File: config.mk
export PLATFORM = sky130hd
export DESIGN_NAME = fhi_ctrl
export DESIGN_NICKNAME = d
export VERILOG_FILES = /design/src/rtl/fhi_pkg.sv /design/src/rtl/fhi_ctrl.sv
export SDC_FILE = /design/constraint.sdc
export NUM_CORES = 1
export LEC_CHECK = 0
export BUFFER_PORTS_ARGS = -buffer_cell sky130_fd_sc_hd__buf_2
export CORE_AREA = 5 5 42 44
export CTS_CLUSTER_SIZE = 30
export DETAILED_ROUTE_END_ITERATION = 6
export DIE_AREA = 0 0 47 49
export PLACE_DENSITY = 0.49
export SETUP_SLACK_MARGIN = 0.4
export SYNTH_ARGS = -nofsm -noshare
export SYNTH_HDL_FRONTEND = slang
export SYNTH_SLANG_ARGS = --single-unit
File: constraint.sdc
create_clock -name clk -period 1.5 [get_ports clk]
set_input_delay 0.075 -clock clk [delete_from_list [all_inputs] [get_ports clk]]
set_output_delay 0.075 -clock clk [all_outputs]
set_load 0.02 [all_outputs]
File: src/rtl/fhi_pkg.sv
// Shared types, constants and code tables for the fixed-Huffman inflate block.
// No dependencies.
package fhi_pkg;

  localparam int WINDOW_DEPTH = 32768;
  localparam int WinAw = $clog2(WINDOW_DEPTH);

  localparam logic [2:0] ST_RUN   = 3'd0;
  localparam logic [2:0] ST_DONE  = 3'd1;
  localparam logic [2:0] ST_TYPE  = 3'd2;
  localparam logic [2:0] ST_CODE  = 3'd3;
  localparam logic [2:0] ST_DIST  = 3'd4;
  localparam logic [2:0] ST_TRUNC = 3'd5;

  typedef enum logic [2:0] {
    PH_FINAL, PH_TYPE, PH_LIT, PH_LEXTRA, PH_DIST, PH_DEXTRA, PH_HALT
  } dphase_t;

  typedef enum logic [2:0] {
    S_IDLE, S_BIT, S_COPY_RD, S_COPY_WR, S_FINISH, S_PACK_RD, S_PACK_CAP, S_OUT
  } cstate_t;

  typedef struct packed {
    logic load;
    logic bit_step;
    logic copy_rd;
    logic copy_wr;
    logic finish;
    logic pack_rd;
    logic pack_cap;
    logic out_load;
  } cmd_t;

  typedef struct packed {
    logic halted;
    logic bits_done;
    logic copy_go;
    logic copy_last;
    logic pack_more;
    logic out_last;
  } stat_t;

  function automatic logic [8:0] len_base(input logic [4:0] i);
    case (i)
      5'd0: return 9'd3;    5'd1: return 9'd4;    5'd2: return 9'd5;    5'd3: return 9'd6;
      5'd4: return 9'd7;    5'd5: return 9'd8;    5'd6: return 9'd9;    5'd7: return 9'd10;
      5'd8: return 9'd11;   5'd9: return 9'd13;   5'd10: return 9'd15;  5'd11: return 9'd17;
      5'd12: return 9'd19;  5'd13: return 9'd23;  5'd14: return 9'd27;  5'd15: return 9'd31;
      5'd16: return 9'd35;  5'd17: return 9'd43;  5'd18: return 9'd51;  5'd19: return 9'd59;
      5'd20: return 9'd67;  5'd21: return 9'd83;  5'd22: return 9'd99;  5'd23: return 9'd115;
      5'd24: return 9'd131; 5'd25: return 9'd163; 5'd26: return 9'd195; 5'd27: return 9'd227;
      default: return 9'd258;
    endcase
  endfunction

  function automatic logic [3:0] len_extra(input logic [4:0] i);
    if (i < 5'd8 || i == 5'd28) return 4'd0;
    return 4'((i - 5'd4) >> 2);
  endfunction

  function automatic logic [14:0] dist_base(input logic [4:0] i);
    case (i)
      5'd0: return 15'd1;      5'd1: return 15'd2;      5'd2: return 15'd3;
      5'd3: return 15'd4;      5'd4: return 15'd5;      5'd5: return 15'd7;
      5'd6: return 15'd9;      5'd7: return 15'd13;     5'd8: return 15'd17;
      5'd9: return 15'd25;     5'd10: return 15'd33;    5'd11: return 15'd49;
      5'd12: return 15'd65;    5'd13: return 15'd97;    5'd14: return 15'd129;
      5'd15: return 15'd193;   5'd16: return 15'd257;   5'd17: return 15'd385;
      5'd18: return 15'd513;   5'd19: return 15'd769;   5'd20: return 15'd1025;
      5'd21: return 15'd1537;  5'd22: return 15'd2049;  5'd23: return 15'd3073;
      5'd24: return 15'd4097;  5'd25: return 15'd6145;  5'd26: return 15'd8193;
      5'd27: return 15'd12289; 5'd28: return 15'd16385; default: return 15'd24577;
    endcase
  endfunction

  function automatic logic [3:0] dist_extra(input logic [4:0] i);
    if (i < 5'd4) return 4'd0;
    return 4'((i - 5'd2) >> 1);
  endfunction

endpackage

File: src/rtl/fhi_ctrl.sv
// Sequencer for the fixed-Huffman inflate block.
// Depends on fhi_pkg.
module fhi_ctrl (
  input  logic            clk,
  input  logic            rst,
  input  logic            in_fire,
  input  logic            out_fire,
  input  fhi_pkg::stat_t  st,
  output fhi_pkg::cmd_t   cmd,
  output logic            in_ready,
  output logic            out_valid
);

  fhi_pkg::cstate_t state, state_next;

  always_ff @(posedge clk) begin
    if (rst) begin
      state <= fhi_pkg::S_IDLE;
    end else begin
      state <= state_next;
    end
  end

  always_comb begin
    state_next = state;
    unique case (state)
      fhi_pkg::S_IDLE: if (in_fire) state_next = fhi_pkg::S_BIT;
      fhi_pkg::S_BIT: begin
        if (st.halted || st.bits_done) state_next = fhi_pkg::S_FINISH;
        else if (st.copy_go) state_next = fhi_pkg::S_COPY_RD;
      end
      fhi_pkg::S_COPY_RD: state_next = fhi_pkg::S_COPY_WR;
      fhi_pkg::S_COPY_WR: state_next = st.copy_last ? fhi_pkg::S_BIT : fhi_pkg::S_COPY_RD;
      fhi_pkg::S_FINISH: state_next = fhi_pkg::S_PACK_RD;
      fhi_pkg::S_PACK_RD: state_next = st.pack_more ? fhi_pkg::S_PACK_CAP : fhi_pkg::S_OUT;
      fhi_pkg::S_PACK_CAP: state_next = fhi_pkg::S_PACK_RD;
      fhi_pkg::S_OUT: begin
        if (out_fire) state_next = st.out_last ? fhi_pkg::S_IDLE : fhi_pkg::S_PACK_RD;
      end
      default: state_next = fhi_pkg::S_IDLE;
    endcase
  end

  always_comb begin
    cmd = '0;
    in_ready = 1'b0;
    out_valid = 1'b0;
    unique case (state)
      fhi_pkg::S_IDLE: begin
        in_ready = 1'b1;
        cmd.load = in_fire;
      end
      fhi_pkg::S_BIT: cmd.bit_step = !(st.halted || st.bits_done);
      fhi_pkg::S_COPY_RD: cmd.copy_rd = 1'b1;
      fhi_pkg::S_COPY_WR: cmd.copy_wr = 1'b1;
      fhi_pkg::S_FINISH: cmd.finish = 1'b1;
      fhi_pkg::S_PACK_RD: begin
        cmd.pack_rd = st.pack_more;
        cmd.out_load = !st.pack_more;
      end
      fhi_pkg::S_PACK_CAP: cmd.pack_cap = 1'b1;
      fhi_pkg::S_OUT: out_valid = 1'b1;
      default: cmd = '0;
    endcase
  end

endmodule

---- After elaboration in Yosys (flattened, before gate mapping) ----
Index checks and enable logic that the tools add are counted.
operators by class
  equality and inequality tests ........... 10
  multiplexer cells ....................... 18
  reduce and logical (&&, ||, !) cells .... 6
operator list
  operator                                        number
  one-hot mux 3 bit (7 select lines)              1
  two-way mux 3 bit                               5
  == test 3 bit (second input constant)           4
  two-way mux 1 bit                               11
  == test 3 x 2 -> 1 bit (second input constant)  2
  inequality test 2 bit (second input constant)   2
  == test 3 x 1 -> 1 bit (second input constant)  1
  zero test 3 bit                                 1
  inequality test 3 bit (second input constant)   1
  AND reduction 3 bit                             1
  zero test 1 bit                                 2
  two-way mux 2 bit                               1
  OR reduction 2 bit                              1
  logical OR 1 bit                                1
word-level totals
  register bits after elaboration ......... 3
  input port bits ......................... 10
  output and inout port bits .............. 10

---- Depth between registers and ports, before layout ----
Gate-level depths: netlist of the first run.
  depth in word-level cells ............... 3
  mapped depth ............................ 5

---- Worst setup path after synthesis of the first run ----
Ideal clock, no wire load.
  path type ............................... reg-to-output
  from .................................... reg state[1]
  to ...................................... out cmd[7] (netlist name)
  data arrival time ....................... 1.195 ns
  required time ........................... 1.425 ns
  slack ................................... 0.230 ns
  cell stages (with the launch flop) ...... 4
  buffers on the path ..................... 1
  cell sequence ........................... dfxtp_1 buf_2 nor3_2 and2_1
RTL lines
  what                    line            RTL
  start, declared         fhi_ctrl.sv:14  fhi_pkg::cstate_t state, state_next;
  start signal, assigned  fhi_ctrl.sv:18  state <= fhi_pkg::S_IDLE;
  start signal, assigned  fhi_ctrl.sv:20  state <= state_next;
  end, declared           fhi_ctrl.sv:9   output fhi_pkg::cmd_t cmd,

==> results_tabular.tex, run 1 <==
\begin{tabular}{lr}
\hline
Metric & Value \\
\hline
\multicolumn{2}{l}{\textbf{Worst setup path}} \\
Standard cell with the maximum stage delay on the critical path & sky130\_fd\_sc\_hd\_\_dfxtp\_2 \\
Register-to-register setup slack & 0.36 ns \\
Largest driver fanout on the critical path & 8 \\
Maximum single-stage delay on the critical path & 0.34 ns \\
Crit path cell chain & buf\_6, nand2\_4, nor3b\_2, buf\_4 \\
Worst flop-to-flop path endpoint & state[2] \\
Required time of the critical path & 1.42 ns \\
Depth of the worst register-to-register path & 6 \\
Arrival time of the worst setup path & 1.12 ns \\
Launching instance or port of the critical path & state[0] \\
Element type at the critical path end & output port \\
Type of the worst setup path & flip-flop to output port \\
Kind of start point of the critical path & flip-flop \\
Critical path endpoint & cmd[2] \\
Startpoint of the most critical register-to-register path & state[0] \\
\multicolumn{2}{l}{\textbf{Synth}} \\
Dominant synthesized flop cell & sky130\_fd\_sc\_hd\_\_dfxtp\_1 \\
Syn Area/Cell & 7.968 um2 \\
Post-synth cell types & 24 \\
Post-synth EDFFs & 0 \\
Yosys warning count & 0 \\
Synthesized instance count & 38 \\
Largest area contributor in the synthesized netlist & sky130\_fd\_sc\_hd\_\_dfxtp\_1 \\
Cell area after synthesis & 302.8 um2 \\
Sequential cell area fraction in the yosys report & 19.83\% \\
Net count of the mapped netlist & 48 \\
Synth top area cells & sky130\_fd\_sc\_hd\_\_dfxtp\_1, sky130\_fd\_sc\_hd\_\_a2111oi\_4, sky130\_fd\_sc\_hd\_\_buf\_6 \\
Synth cell count leaders & sky130\_fd\_sc\_hd\_\_a21oi\_1, sky130\_fd\_sc\_hd\_\_nor3\_1, sky130\_fd\_sc\_hd\_\_dfxtp\_1, sky130\_fd\_sc\_hd\_\_nand3\_1, sky130\_fd\_sc\_hd\_\_nor2\_1 \\
Share of the synthesized area in the top cell type & 19.83\% \\
Share of synthesized registers carrying an async set or reset & 0\% \\
Post-synthesis register bit count & 3 \\
\multicolumn{2}{l}{\textbf{Finish}} \\
Antenna cell count & 0 \\
Largest register by flop count & state \\
Largest registers & state x3 \\
Layout net count & 77 \\
Fraction of layout instances using a drive strength above 1 & 78.79\% \\
Post-synthesis to final-layout area growth & 103.3\% \\
End-of-flow core utilization & 43.93\% \\
Flip-flop count of the largest register, all copies and words added & 3 \\
\multicolumn{2}{l}{\textbf{Routing}} \\
Average via count per standard cell & 4.793 \\
Routed wire length & 1096 um \\
Number of detailed-routing iterations run before antenna repair & 4 \\
Wire length per cell after detailed routing & 13.37 um \\
Vias after detailed routing & 393 \\
Number of DRC markers in iteration 0 & 3 \\
Antenna-violating nets left & 0 \\
Count of unresolved DRC violations after routing & 0 \\
\multicolumn{2}{l}{\textbf{Placed design}} \\
DP HPWL & 781.4 um \\
Final RePlAce weighted congestion & 0.7335 \\
Port Buf Inserts & 19 \\
\multicolumn{2}{l}{\textbf{Clock network}} \\
Insertion delay to the later sink of the worst-skew pair & 0.23 ns \\
Clock Sinks & 3 \\
CTS root buf & sky130\_fd\_sc\_hd\_\_clkbuf\_4 \\
CTS H-Tree Depth & 1 \\
Clock tree from TritonCTS & built \\
TritonCTS buffer count & 3 \\
Longest Clk Path Bufs & 2 \\
Clock-pin slew of the registers on the worst-case setup and hold paths & 0.04 ns \\
Count of hold buffers inserted by post-cts repair & 0 \\
\multicolumn{2}{l}{\textbf{Pwr}} \\
Static leakage & 0.2528 nW \\
Pwr/cell area & 648.6 nW/um2 \\
Peak supply drop & 367.8 uV \\
\multicolumn{2}{l}{\textbf{Status}} \\
Result of the run & complete, no violations \\
\multicolumn{2}{l}{\textbf{STA}} \\
Headroom to the max-slew limit & 80.09\% \\
Hold\_ws & 0.06059 ns \\
Final hold violation count & 0 \\
Final TNS setup & 0 ns \\
Total of endpoints with negative setup slack in the final report & 0 \\
Number of max-slew violations in the final report & 0 \\
Transition time of the tightest slew-check pin & 0.2959 ns \\
RSZ-0062 raised after global routing & true \\
Final Critical Period & 1.191 ns \\
Achievable clock frequency & 0.8396 GHz \\
Final clock skew & 0.001217 ns \\
Final clock period utilization by the worst path & 79.41\% \\
\multicolumn{2}{l}{\textbf{GRT}} \\
Vias in the first global route & 378 \\
Wire length of the first global-routing pass & 1752 um \\
Overflow left after global routing & 0 \\
Largest net degree at the start of global routing & 9 \\
Total global-route track usage & 10.34\% \\
Initial antenna violation count & 0 \\
\multicolumn{2}{l}{\textbf{Flow run}} \\
Number of max-capacitance violations reported & 0 \\
\multicolumn{2}{l}{\textbf{Floorplanning}} \\
Die height & 49 um \\
Area of the die & 2303 um2 \\
Effective utilization at floorplan & 21.61\% \\
Width of the die & 47 um \\
Ports placed on the boundary & 20 \\
Std-Cell Core Area & 1401 um2 \\
Std cell rows & 14 \\
\multicolumn{2}{l}{\textbf{Worst hold path}} \\
Path class of the lowest-slack min-delay path & input port to flip-flop \\
\hline
\end{tabular}
==> layout make-up <==
class / count / area [um2]
Fill cell: 150 / 785.8
Multi-Input combinational cell: 29 / 276.5
Timing Repair Buffer: 27 / 212.7
Sequential cell: 3 / 68.82
Clock buffer: 4 / 26.28
Tap cell: 16 / 20.02
Inverter: 3 / 11.26
==> through the flow <==
step	std cells	setup slack (ns)	instance area [um2]	power, mW
6_report	82	0.3089	615.6	0.3993
3_3_place_gp	72	0.2731	421.7	0.2057
3_5_place_dp	72	0.2545	421.7	0.2061
5_1_grt	82	0.2469	615.6	0.4320
2_1_floorplan	38	0.3540	319.1	0.1727
4_1_cts	81	0.3148	569.3	0.3889
==> cells in the final DEF, fill, tap and decap left out <==
master / count
sky130_fd_sc_hd__nor2_1: 2
sky130_fd_sc_hd__mux2i_1: 1
sky130_fd_sc_hd__a2111oi_4: 1
sky130_fd_sc_hd__nor3_1: 1
sky130_fd_sc_hd__and3_4: 2
sky130_fd_sc_hd__buf_2: 11
sky130_fd_sc_hd__nand2_4: 1
sky130_fd_sc_hd__clkbuf_4: 3
sky130_fd_sc_hd__buf_8: 1
sky130_fd_sc_hd__a21oi_2: 3
sky130_fd_sc_hd__dfxtp_4: 2
sky130_fd_sc_hd__o21ai_2: 1
sky130_fd_sc_hd__clkbuf_1: 1
sky130_fd_sc_hd__a311oi_1: 1
sky130_fd_sc_hd__nor3b_2: 1
sky130_fd_sc_hd__buf_4: 7
sky130_fd_sc_hd__nor3_4: 2
sky130_fd_sc_hd__nand3_2: 1
sky130_fd_sc_hd__nand3_1: 2
sky130_fd_sc_hd__nor4_1: 1
sky130_fd_sc_hd__a32oi_1: 1
sky130_fd_sc_hd__o32a_1: 1
sky130_fd_sc_hd__nor2_2: 1
sky130_fd_sc_hd__inv_2: 2
sky130_fd_sc_hd__a21boi_1: 1
sky130_fd_sc_hd__buf_6: 8
sky130_fd_sc_hd__inv_1: 1
sky130_fd_sc_hd__nor2_4: 1
sky130_fd_sc_hd__dfxtp_2: 1
sky130_fd_sc_hd__and2_4: 1
sky130_fd_sc_hd__nor3_2: 2
sky130_fd_sc_hd__a21oi_1: 1
==> report_power, final <==
| part | internal (mW) | switching, mW |
|---|---|---|
| combinational | 0.0825 | 0.0825 |
| sequential | 0.0841 | 0.00953 |
| clock | 0.0996 | 0.0409 |
| total | 0.266 | 0.133 |
==> per-layer routing <==
metal	part of all wire, %	GRT usage, %	vias to the layer above
met1	46	14.44	176
li1	-	-	199
met2	45	14.71	18
met5	0	0	-
met4	0	2.765	0
met3	8.0	3.690	0
==> cells by family after synthesis <==
group	synth area share (%)
simple gates	35.13
compound gates	28.93
buf+inv	12.81
flops	19.84
mux	3.306
==> worst min path at each step <==
stage	slack, ns	endpoint	cells past startpoint	start
3_3_place_gp	0.30	state[2]	2	rst
5_1_grt	0.04	state[2]	2	rst
3_5_place_dp	0.30	state[2]	2	rst
4_1_cts	0.04	state[2]	2	rst
6_report	0.06	state[2]	2	rst
2_1_floorplan	0.14	state[2]	1	rst
==> critical path, delay by kind of cell, from the launching register on <==
kind	cells	cell delay, ns
flip-flops	1	0.34
buffers and inverters	2	0.31
AND/OR/NAND/NOR	2	0.24
==> repair_timing <==
item | 4_1_cts | 5_1_grt
setup buffers | 5 | 1
gates resized for setup | 27 | 10
endpoints found under the hold margin | 0 | 0
pin swaps | 7 | 3
setup endpoints to repair | 13 | 13
Power figures use the tool's default switching activity.
==> run 2, diff against run 1 <==
--- a/config.mk
+++ b/config.mk
@@ -10,7 +10,7 @@
 export CTS_CLUSTER_SIZE = 30
 export DETAILED_ROUTE_END_ITERATION = 6
 export DIE_AREA = 0 0 47 49
-export PLACE_DENSITY = 0.49
+export PLACE_DENSITY = 0.5
 export SETUP_SLACK_MARGIN = 0.4
 export SYNTH_ARGS = -nofsm -noshare
 export SYNTH_HDL_FRONTEND = slang
==> constraint.sdc (replaced) <==
create_clock -name clk -period 1 [get_ports clk]
set_input_delay 0.05 -clock clk [delete_from_list [all_inputs] [get_ports clk]]
set_output_delay 0.05 -clock clk [all_outputs]
set_load 0.02 [all_outputs]
==> results_tabular.tex, run 2 (synthesis results as in run 1) <==
\begin{tabular}{lr}
\hline
Metric & Value \\
\hline
\multicolumn{2}{l}{\textbf{Placed design}} \\
Post-place setup slack & -0.1898 ns \\
Placed Instance Area & 525.5 um2 \\
DP HPWL & 835.2 um \\
Port Buf Inserts & 19 \\
Final RePlAce weighted congestion & 0.6920 \\
\multicolumn{2}{l}{\textbf{Floorplanning}} \\
Ports placed on the boundary & 20 \\
Die height & 49 um \\
Width of the die & 47 um \\
Area of the die & 2303 um2 \\
Std cell rows & 14 \\
Std-Cell Core Area & 1401 um2 \\
Effective utilization at floorplan & 21.61\% \\
\multicolumn{2}{l}{\textbf{Finish}} \\
Post-route cell area & 744.5 um2 \\
Antenna cell count & 0 \\
Most common library cell in the layout ignoring fill and taps & sky130\_fd\_sc\_hd\_\_buf\_6 \\
Largest register by flop count & state \\
Flip-flop count of the largest register, all copies and words added & 3 \\
Fraction of layout instances using a drive strength above 1 & 81.33\% \\
Layout net count & 86 \\
Commonest non-fill, non-tap cells in the layout & sky130\_fd\_sc\_hd\_\_buf\_6, sky130\_fd\_sc\_hd\_\_buf\_4, sky130\_fd\_sc\_hd\_\_buf\_2 \\
End-of-flow core utilization & 53.13\% \\
Largest registers & state x3 \\
Post-synthesis to final-layout area growth & 145.9\% \\
\multicolumn{2}{l}{\textbf{GRT}} \\
Total global-route track usage & 10.84\% \\
Initial antenna violation count & 0 \\
Global-route met3 utilization & 1.476\% \\
Wire length of the first global-routing pass & 1911 um \\
Met2 Resource Use GR & 19.23\% \\
Largest net degree at the start of global routing & 9 \\
Vias in the first global route & 459 \\
Fraction of met1 tracks used by global routing & 12.28\% \\
Most utilized layer in the global route result & met2 \\
Overflow left after global routing & 0 \\
\multicolumn{2}{l}{\textbf{Worst setup path}} \\
Depth of the worst register-to-register path & 5 \\
Startpoint of the most critical register-to-register path & state[1] \\
Type of the worst setup path & flip-flop to output port \\
Largest driver fanout on the critical path & 6 \\
Worst flop-to-flop path endpoint & state[0] \\
Element type at the critical path end & output port \\
Register-to-register setup slack & -0.11 ns \\
Arrival time of the worst setup path & 1.15 ns \\
Launching instance or port of the critical path & state[2] \\
Required time of the critical path & 0.95 ns \\
Kind of start point of the critical path & flip-flop \\
\multicolumn{2}{l}{\textbf{Pwr}} \\
Peak supply drop & 326.9 uV \\
Pwr/cell area & 858.8 nW/um2 \\
Total power of the final layout & 639.3 uW \\
Static leakage & 0.3018 nW \\
\multicolumn{2}{l}{\textbf{Clock network}} \\
Count of hold buffers inserted by post-cts repair & 0 \\
Longest Clk Path Bufs & 2 \\
TritonCTS buffer count & 3 \\
Clock tree from TritonCTS & built \\
Insertion delay to the later sink of the worst-skew pair & 0.23 ns \\
CTS root buf & sky130\_fd\_sc\_hd\_\_clkbuf\_4 \\
Clock-pin slew of the registers on the worst-case setup and hold paths & 0.04 ns \\
Clock Sinks & 3 \\
CTS H-Tree Depth & 1 \\
\multicolumn{2}{l}{\textbf{Worst hold path}} \\
Path class of the lowest-slack min-delay path & input port to flip-flop \\
Worst hold path startpoint & rst \\
Hold path endpoint & state[1] \\
Worst hold path stage count & 2 \\
\multicolumn{2}{l}{\textbf{Routing}} \\
Average via count per standard cell & 4.901 \\
Wire length per cell after detailed routing & 12.95 um \\
Vias after detailed routing & 446 \\
Antenna-violating nets left & 0 \\
Number of detailed-routing iterations run before antenna repair & 3 \\
Number of DRC markers in iteration 0 & 2 \\
Count of unresolved DRC violations after routing & 0 \\
Routed wire length & 1178 um \\
\multicolumn{2}{l}{\textbf{Status}} \\
Result of the run & finished with violations \\
Failing checks & negative setup slack \\
\multicolumn{2}{l}{\textbf{STA}} \\
RSZ-0062 raised after global routing & true \\
Number of max-slew violations in the final report & 0 \\
Achievable clock frequency & 0.8340 GHz \\
Hold\_ws & 0.02580 ns \\
Final hold violation count & 0 \\
Headroom to the max-slew limit & 84.83\% \\
Final clock period utilization by the worst path & 119.9\% \\
Transition time of the tightest slew-check pin & 0.2267 ns \\
Setup ws final & -0.1990 ns \\
Final Critical Period & 1.199 ns \\
Total of endpoints with negative setup slack in the final report & 13 \\
Final clock skew & 0.006725 ns \\
\multicolumn{2}{l}{\textbf{Flow run}} \\
Number of max-capacitance violations reported & 0 \\
\hline
\end{tabular}
[run 2: area by class of cell]
type / count / area (um2)
Sequential cell: 3 / 71.32
Multi-Input combinational cell: 29 / 294.0
Clock buffer: 4 / 26.28
Timing Repair Buffer: 36 / 316.6
Fill cell: 150 / 656.9
Inverter: 3 / 16.27
Tap cell: 16 / 20.02
[run 2: worst max path at each step]
stage	end	cells past startpoint	slack [ns]
detailed placement	state[2]	3	-0.19
global route	cmd[7]	4	-0.26
finish	out_valid	5	-0.20
floorplan	cmd[7]	3	-0.1
global placement	state[2]	3	-0.14
CTS	cmd[7]	4	-0.24
[run 2: critical path: stages (launching register included)]
cell                      delay (ns)
sky130_fd_sc_hd__dfxtp_4        0.39
sky130_fd_sc_hd__buf_4          0.12
sky130_fd_sc_hd__nand2_2        0.07
sky130_fd_sc_hd__buf_4          0.15
sky130_fd_sc_hd__nor2_4         0.07
sky130_fd_sc_hd__buf_6          0.12
[run 2: metrics by stage]
| step | setup TNS, ns | std cells |
|---|---|---|
| 2_1_floorplan | -0.2366 | 38 |
| 3_3_place_gp | -0.8298 | 79 |
| 3_5_place_dp | -1.167 | 79 |
| 4_1_cts | -2.017 | 89 |
| 5_1_grt | -2.550 | 91 |
| 6_report | -1.858 | 91 |
[run 2: where the power goes]
group | internal (mW) | switching [mW] | total [mW]
Sequential | 0.126 | 0.0239 | 0.150
Clock | 0.150 | 0.0634 | 0.213
Combinational | 0.150 | 0.126 | 0.276
Total | 0.426 | 0.213 | 0.639
[run 2: metal layers]
layer | vias to the layer above | part of all wire [%]
met5 | - | 0
met3 | 2 | 7.9
met2 | 16 | 55
li1 | 220 | -
met1 | 208 | 36
met4 | 0 | 0.76
[run 2: timing repair]
action / CTS / global route
setup buffers: 6 / 2
endpoints found under the setup margin: 13 / 13
hold endpoints to repair: 0 / 0
pin swaps: 10 / 2
resized for setup: 29 / 9
==> run 3, diff against run 2 <==
--- a/config.mk
+++ b/config.mk
@@ -5,12 +5,13 @@
 export SDC_FILE = /design/constraint.sdc
 export NUM_CORES = 1
 export LEC_CHECK = 0
+export ABC_AREA = 1
 export BUFFER_PORTS_ARGS = -buffer_cell sky130_fd_sc_hd__buf_2
 export CORE_AREA = 5 5 42 44
 export CTS_CLUSTER_SIZE = 30
 export DETAILED_ROUTE_END_ITERATION = 6
 export DIE_AREA = 0 0 47 49
-export PLACE_DENSITY = 0.5
+export PLACE_DENSITY = 0.6
 export SETUP_SLACK_MARGIN = 0.4
 export SYNTH_ARGS = -nofsm -noshare
 export SYNTH_HDL_FRONTEND = slang
==> results_tabular.tex, run 3 <==
\begin{tabular}{lr}
\hline
Metric & Value \\
\hline
\multicolumn{2}{l}{\textbf{Finish}} \\
Post-route cell area & 774.5 um2 \\
Antenna cell count & 0 \\
Layout net count & 106 \\
Fraction of layout instances using a drive strength above 1 & 71.58\% \\
Filler Cell Count & 132 \\
Sequential cell area & 71.32 um2 \\
Flip-flop count of the largest register, all copies and words added & 3 \\
Post-synthesis to final-layout area growth & 148.6\% \\
Largest register by flop count & state \\
Largest registers & state x3 \\
Multi-input gate area & 310.3 um2 \\
Commonest non-fill, non-tap cells in the layout & sky130\_fd\_sc\_hd\_\_buf\_6, sky130\_fd\_sc\_hd\_\_buf\_4, sky130\_fd\_sc\_hd\_\_nor2\_4, sky130\_fd\_sc\_hd\_\_buf\_2 \\
Non-filler cells in the finished layout & 111 \\
\multicolumn{2}{l}{\textbf{Clock network}} \\
TritonCTS buffer count & 3 \\
Clock Sinks & 3 \\
Longest Clk Path Bufs & 2 \\
Clock-pin slew of the registers on the worst-case setup and hold paths & 0.04 ns \\
CTS root buf & sky130\_fd\_sc\_hd\_\_clkbuf\_4 \\
CTS H-Tree Depth & 1 \\
Clock tree from TritonCTS & built \\
Insertion delay to the later sink of the worst-skew pair & 0.24 ns \\
\multicolumn{2}{l}{\textbf{GRT}} \\
Vias in the first global route & 428 \\
Total global-route track usage & 9.564\% \\
Wire length of the first global-routing pass & 1621 um \\
Largest net degree at the start of global routing & 9 \\
Overflow left after global routing & 0 \\
Initial antenna violation count & 0 \\
\multicolumn{2}{l}{\textbf{Synth}} \\
Post-synthesis register bit count & 3 \\
Synth cell count leaders & sky130\_fd\_sc\_hd\_\_inv\_1, sky130\_fd\_sc\_hd\_\_nor2\_1, sky130\_fd\_sc\_hd\_\_nand2\_1 \\
Syn Area/Cell & 5.466 um2 \\
Share of synthesized registers carrying an async set or reset & 0\% \\
Share of the synthesized area in the top cell type & 19.28\% \\
Cell area after synthesis & 311.5 um2 \\
Post-synth EDFFs & 0 \\
Sequential cell area fraction in the yosys report & 19.28\% \\
Largest area contributor in the synthesized netlist & sky130\_fd\_sc\_hd\_\_dfxtp\_1 \\
Post-synth cell types & 15 \\
Synth top area cells & sky130\_fd\_sc\_hd\_\_dfxtp\_1, sky130\_fd\_sc\_hd\_\_inv\_1, sky130\_fd\_sc\_hd\_\_nor2\_1 \\
Yosys warning count & 0 \\
Dominant synthesized flop cell & sky130\_fd\_sc\_hd\_\_dfxtp\_1 \\
Synthesized instance count & 57 \\
Net count of the mapped netlist & 67 \\
\multicolumn{2}{l}{\textbf{Worst hold path}} \\
Worst hold path startpoint & rst \\
Hold path endpoint & state[1] \\
Path class of the lowest-slack min-delay path & input port to flip-flop \\
Worst hold path stage count & 2 \\
\multicolumn{2}{l}{\textbf{Worst setup path}} \\
Required time of the critical path & 0.95 ns \\
Element type at the critical path end & output port \\
Largest driver fanout on the critical path & 8 \\
Kind of start point of the critical path & flip-flop \\
Arrival time of the worst setup path & 1.11 ns \\
Startpoint of the most critical register-to-register path & state[0] \\
Register-to-register setup slack & -0.14 ns \\
Depth of the worst register-to-register path & 8 \\
Worst flop-to-flop path endpoint & state[1] \\
Type of the worst setup path & flip-flop to output port \\
\multicolumn{2}{l}{\textbf{STA}} \\
RSZ-0062 raised after global routing & true \\
Final clock skew & 0.003814 ns \\
Number of max-slew violations in the final report & 0 \\
Hold\_ws & -0.006127 ns \\
Final Critical Period & 1.164 ns \\
Transition time of the tightest slew-check pin & 0.1870 ns \\
Final TNS setup & -1.627 ns \\
Setup ws final & -0.1640 ns \\
Final clock period utilization by the worst path & 116.4\% \\
Total of endpoints with negative setup slack in the final report & 13 \\
Achievable clock frequency & 0.8591 GHz \\
Headroom to the max-slew limit & 87.49\% \\
Final hold violation count & 1 \\
\multicolumn{2}{l}{\textbf{Routing}} \\
Number of DRC markers in iteration 0 & 1 \\
Antenna-violating nets left & 0 \\
Wire length on met1 & 455 um \\
Wire length on met2 & 605 um \\
Routed wire length & 1136 um \\
Wire length per cell after detailed routing & 10.23 um \\
Top routing layer used & met4 \\
Average via count per standard cell & 4.252 \\
Sum of met3 wire segment lengths after detailed routing & 52 um \\
Number of detailed-routing iterations run before antenna repair & 2 \\
Vias after detailed routing & 472 \\
Count of unresolved DRC violations after routing & 0 \\
\multicolumn{2}{l}{\textbf{Floorplanning}} \\
Die height & 49 um \\
Width of the die & 47 um \\
Effective utilization at floorplan & 22.23\% \\
Std-Cell Core Area & 1401 um2 \\
Std cell rows & 14 \\
Ports placed on the boundary & 20 \\
Area of the die & 2303 um2 \\
\multicolumn{2}{l}{\textbf{Status}} \\
Failing checks & negative hold slack, negative setup slack \\
Result of the run & finished with violations \\
\multicolumn{2}{l}{\textbf{Pwr}} \\
Static leakage & 0.3912 nW \\
Pwr/cell area & 1230 nW/um2 \\
Peak supply drop & 876.4 uV \\
\multicolumn{2}{l}{\textbf{Placed design}} \\
DP HPWL & 739 um \\
Number of placed instances, taps included & 99 \\
Port Buf Inserts & 19 \\
Final RePlAce weighted congestion & 0.7412 \\
Placed Instance Area & 511.7 um2 \\
\multicolumn{2}{l}{\textbf{Flow run}} \\
Number of max-capacitance violations reported & 0 \\
\hline
\end{tabular}
-- run 3: cell families after synthesis --
group | Yosys count | share of synthesized area, %
flip-flops | 3 | 19.28
AO/OA/AOI/OAI | 6 | 12.05
AND/OR/NAND/NOR | 34 | 50.60
buffers and inverters | 14 | 18.07
-- run 3: what timing repair did --
| item | 4_1_cts | 5_1_grt |
|---|---|---|
| setup endpoints to repair | 13 | 13 |
| pin swaps | 5 | 8 |
| buffers inserted | 5 | 3 |
| gates resized for setup | 32 | 21 |
| endpoints found under the hold margin | 2 | 1 |
-- run 3: worst max-delay path: stages, from the launching register on --
cell	delay (ns)
sky130_fd_sc_hd__dfxtp_4	0.38
sky130_fd_sc_hd__inv_4	0.08
sky130_fd_sc_hd__nand3_4	0.08
sky130_fd_sc_hd__buf_6	0.14
sky130_fd_sc_hd__nor2_4	0.07
sky130_fd_sc_hd__buf_6	0.12
-- run 3: routing by layer --
metal	vias to the layer above	GRT usage, %
met3	2	2.583
met4	0	6.912
met2	13	13.57
met1	207	11.82
met5	-	0
li1	250	-
-- run 3: power by group --
| part | leakage, nW | internal [mW] | switching (mW) |
|---|---|---|---|
| logic | 0.350 | 0.258 | 0.264 |
| registers | 0.0267 | 0.144 | 0.0635 |
| clock network | 0.0150 | 0.150 | 0.0734 |
| total | 0.391 | 0.552 | 0.401 |
-- run 3: how the worst max path moves through the flow --
stage / startpoint / to / slack, ns / depth (start not counted)
after CTS: state[0] / cmd[6] / -0.17 / 5
after floorplan: state[1] / state[1] / -0.01 / 7
final: state[1] / cmd[0] / -0.16 / 5
after global placement: state[1] / state[2] / -0.14 / 6
after global routing: state[0] / state[1] / -0.24 / 8
after detailed placement: state[1] / state[2] / -0.17 / 6
-- run 3: cell type report --
type / instances / share of cell area, %
Clock buffer: 4 / 3.393
Multi-Input combinational cell: 40 / 40.06
Timing Repair Buffer: 35 / 37.32
Inverter: 13 / 7.431
Tap cell: 16 / 2.585
Sequential cell: 3 / 9.208
-- run 3: metrics by stage --
step	setup slack [ns]	utilization [%]	total power, mW
after detailed placement	-0.1673	36.52	0.5130
final	-0.1640	55.27	0.9527
after global placement	-0.1436	36.52	0.5113
after floorplan	-0.01160	-	0.3968
after CTS	-0.1684	47.95	0.8639
after global routing	-0.2423	55.27	1.019
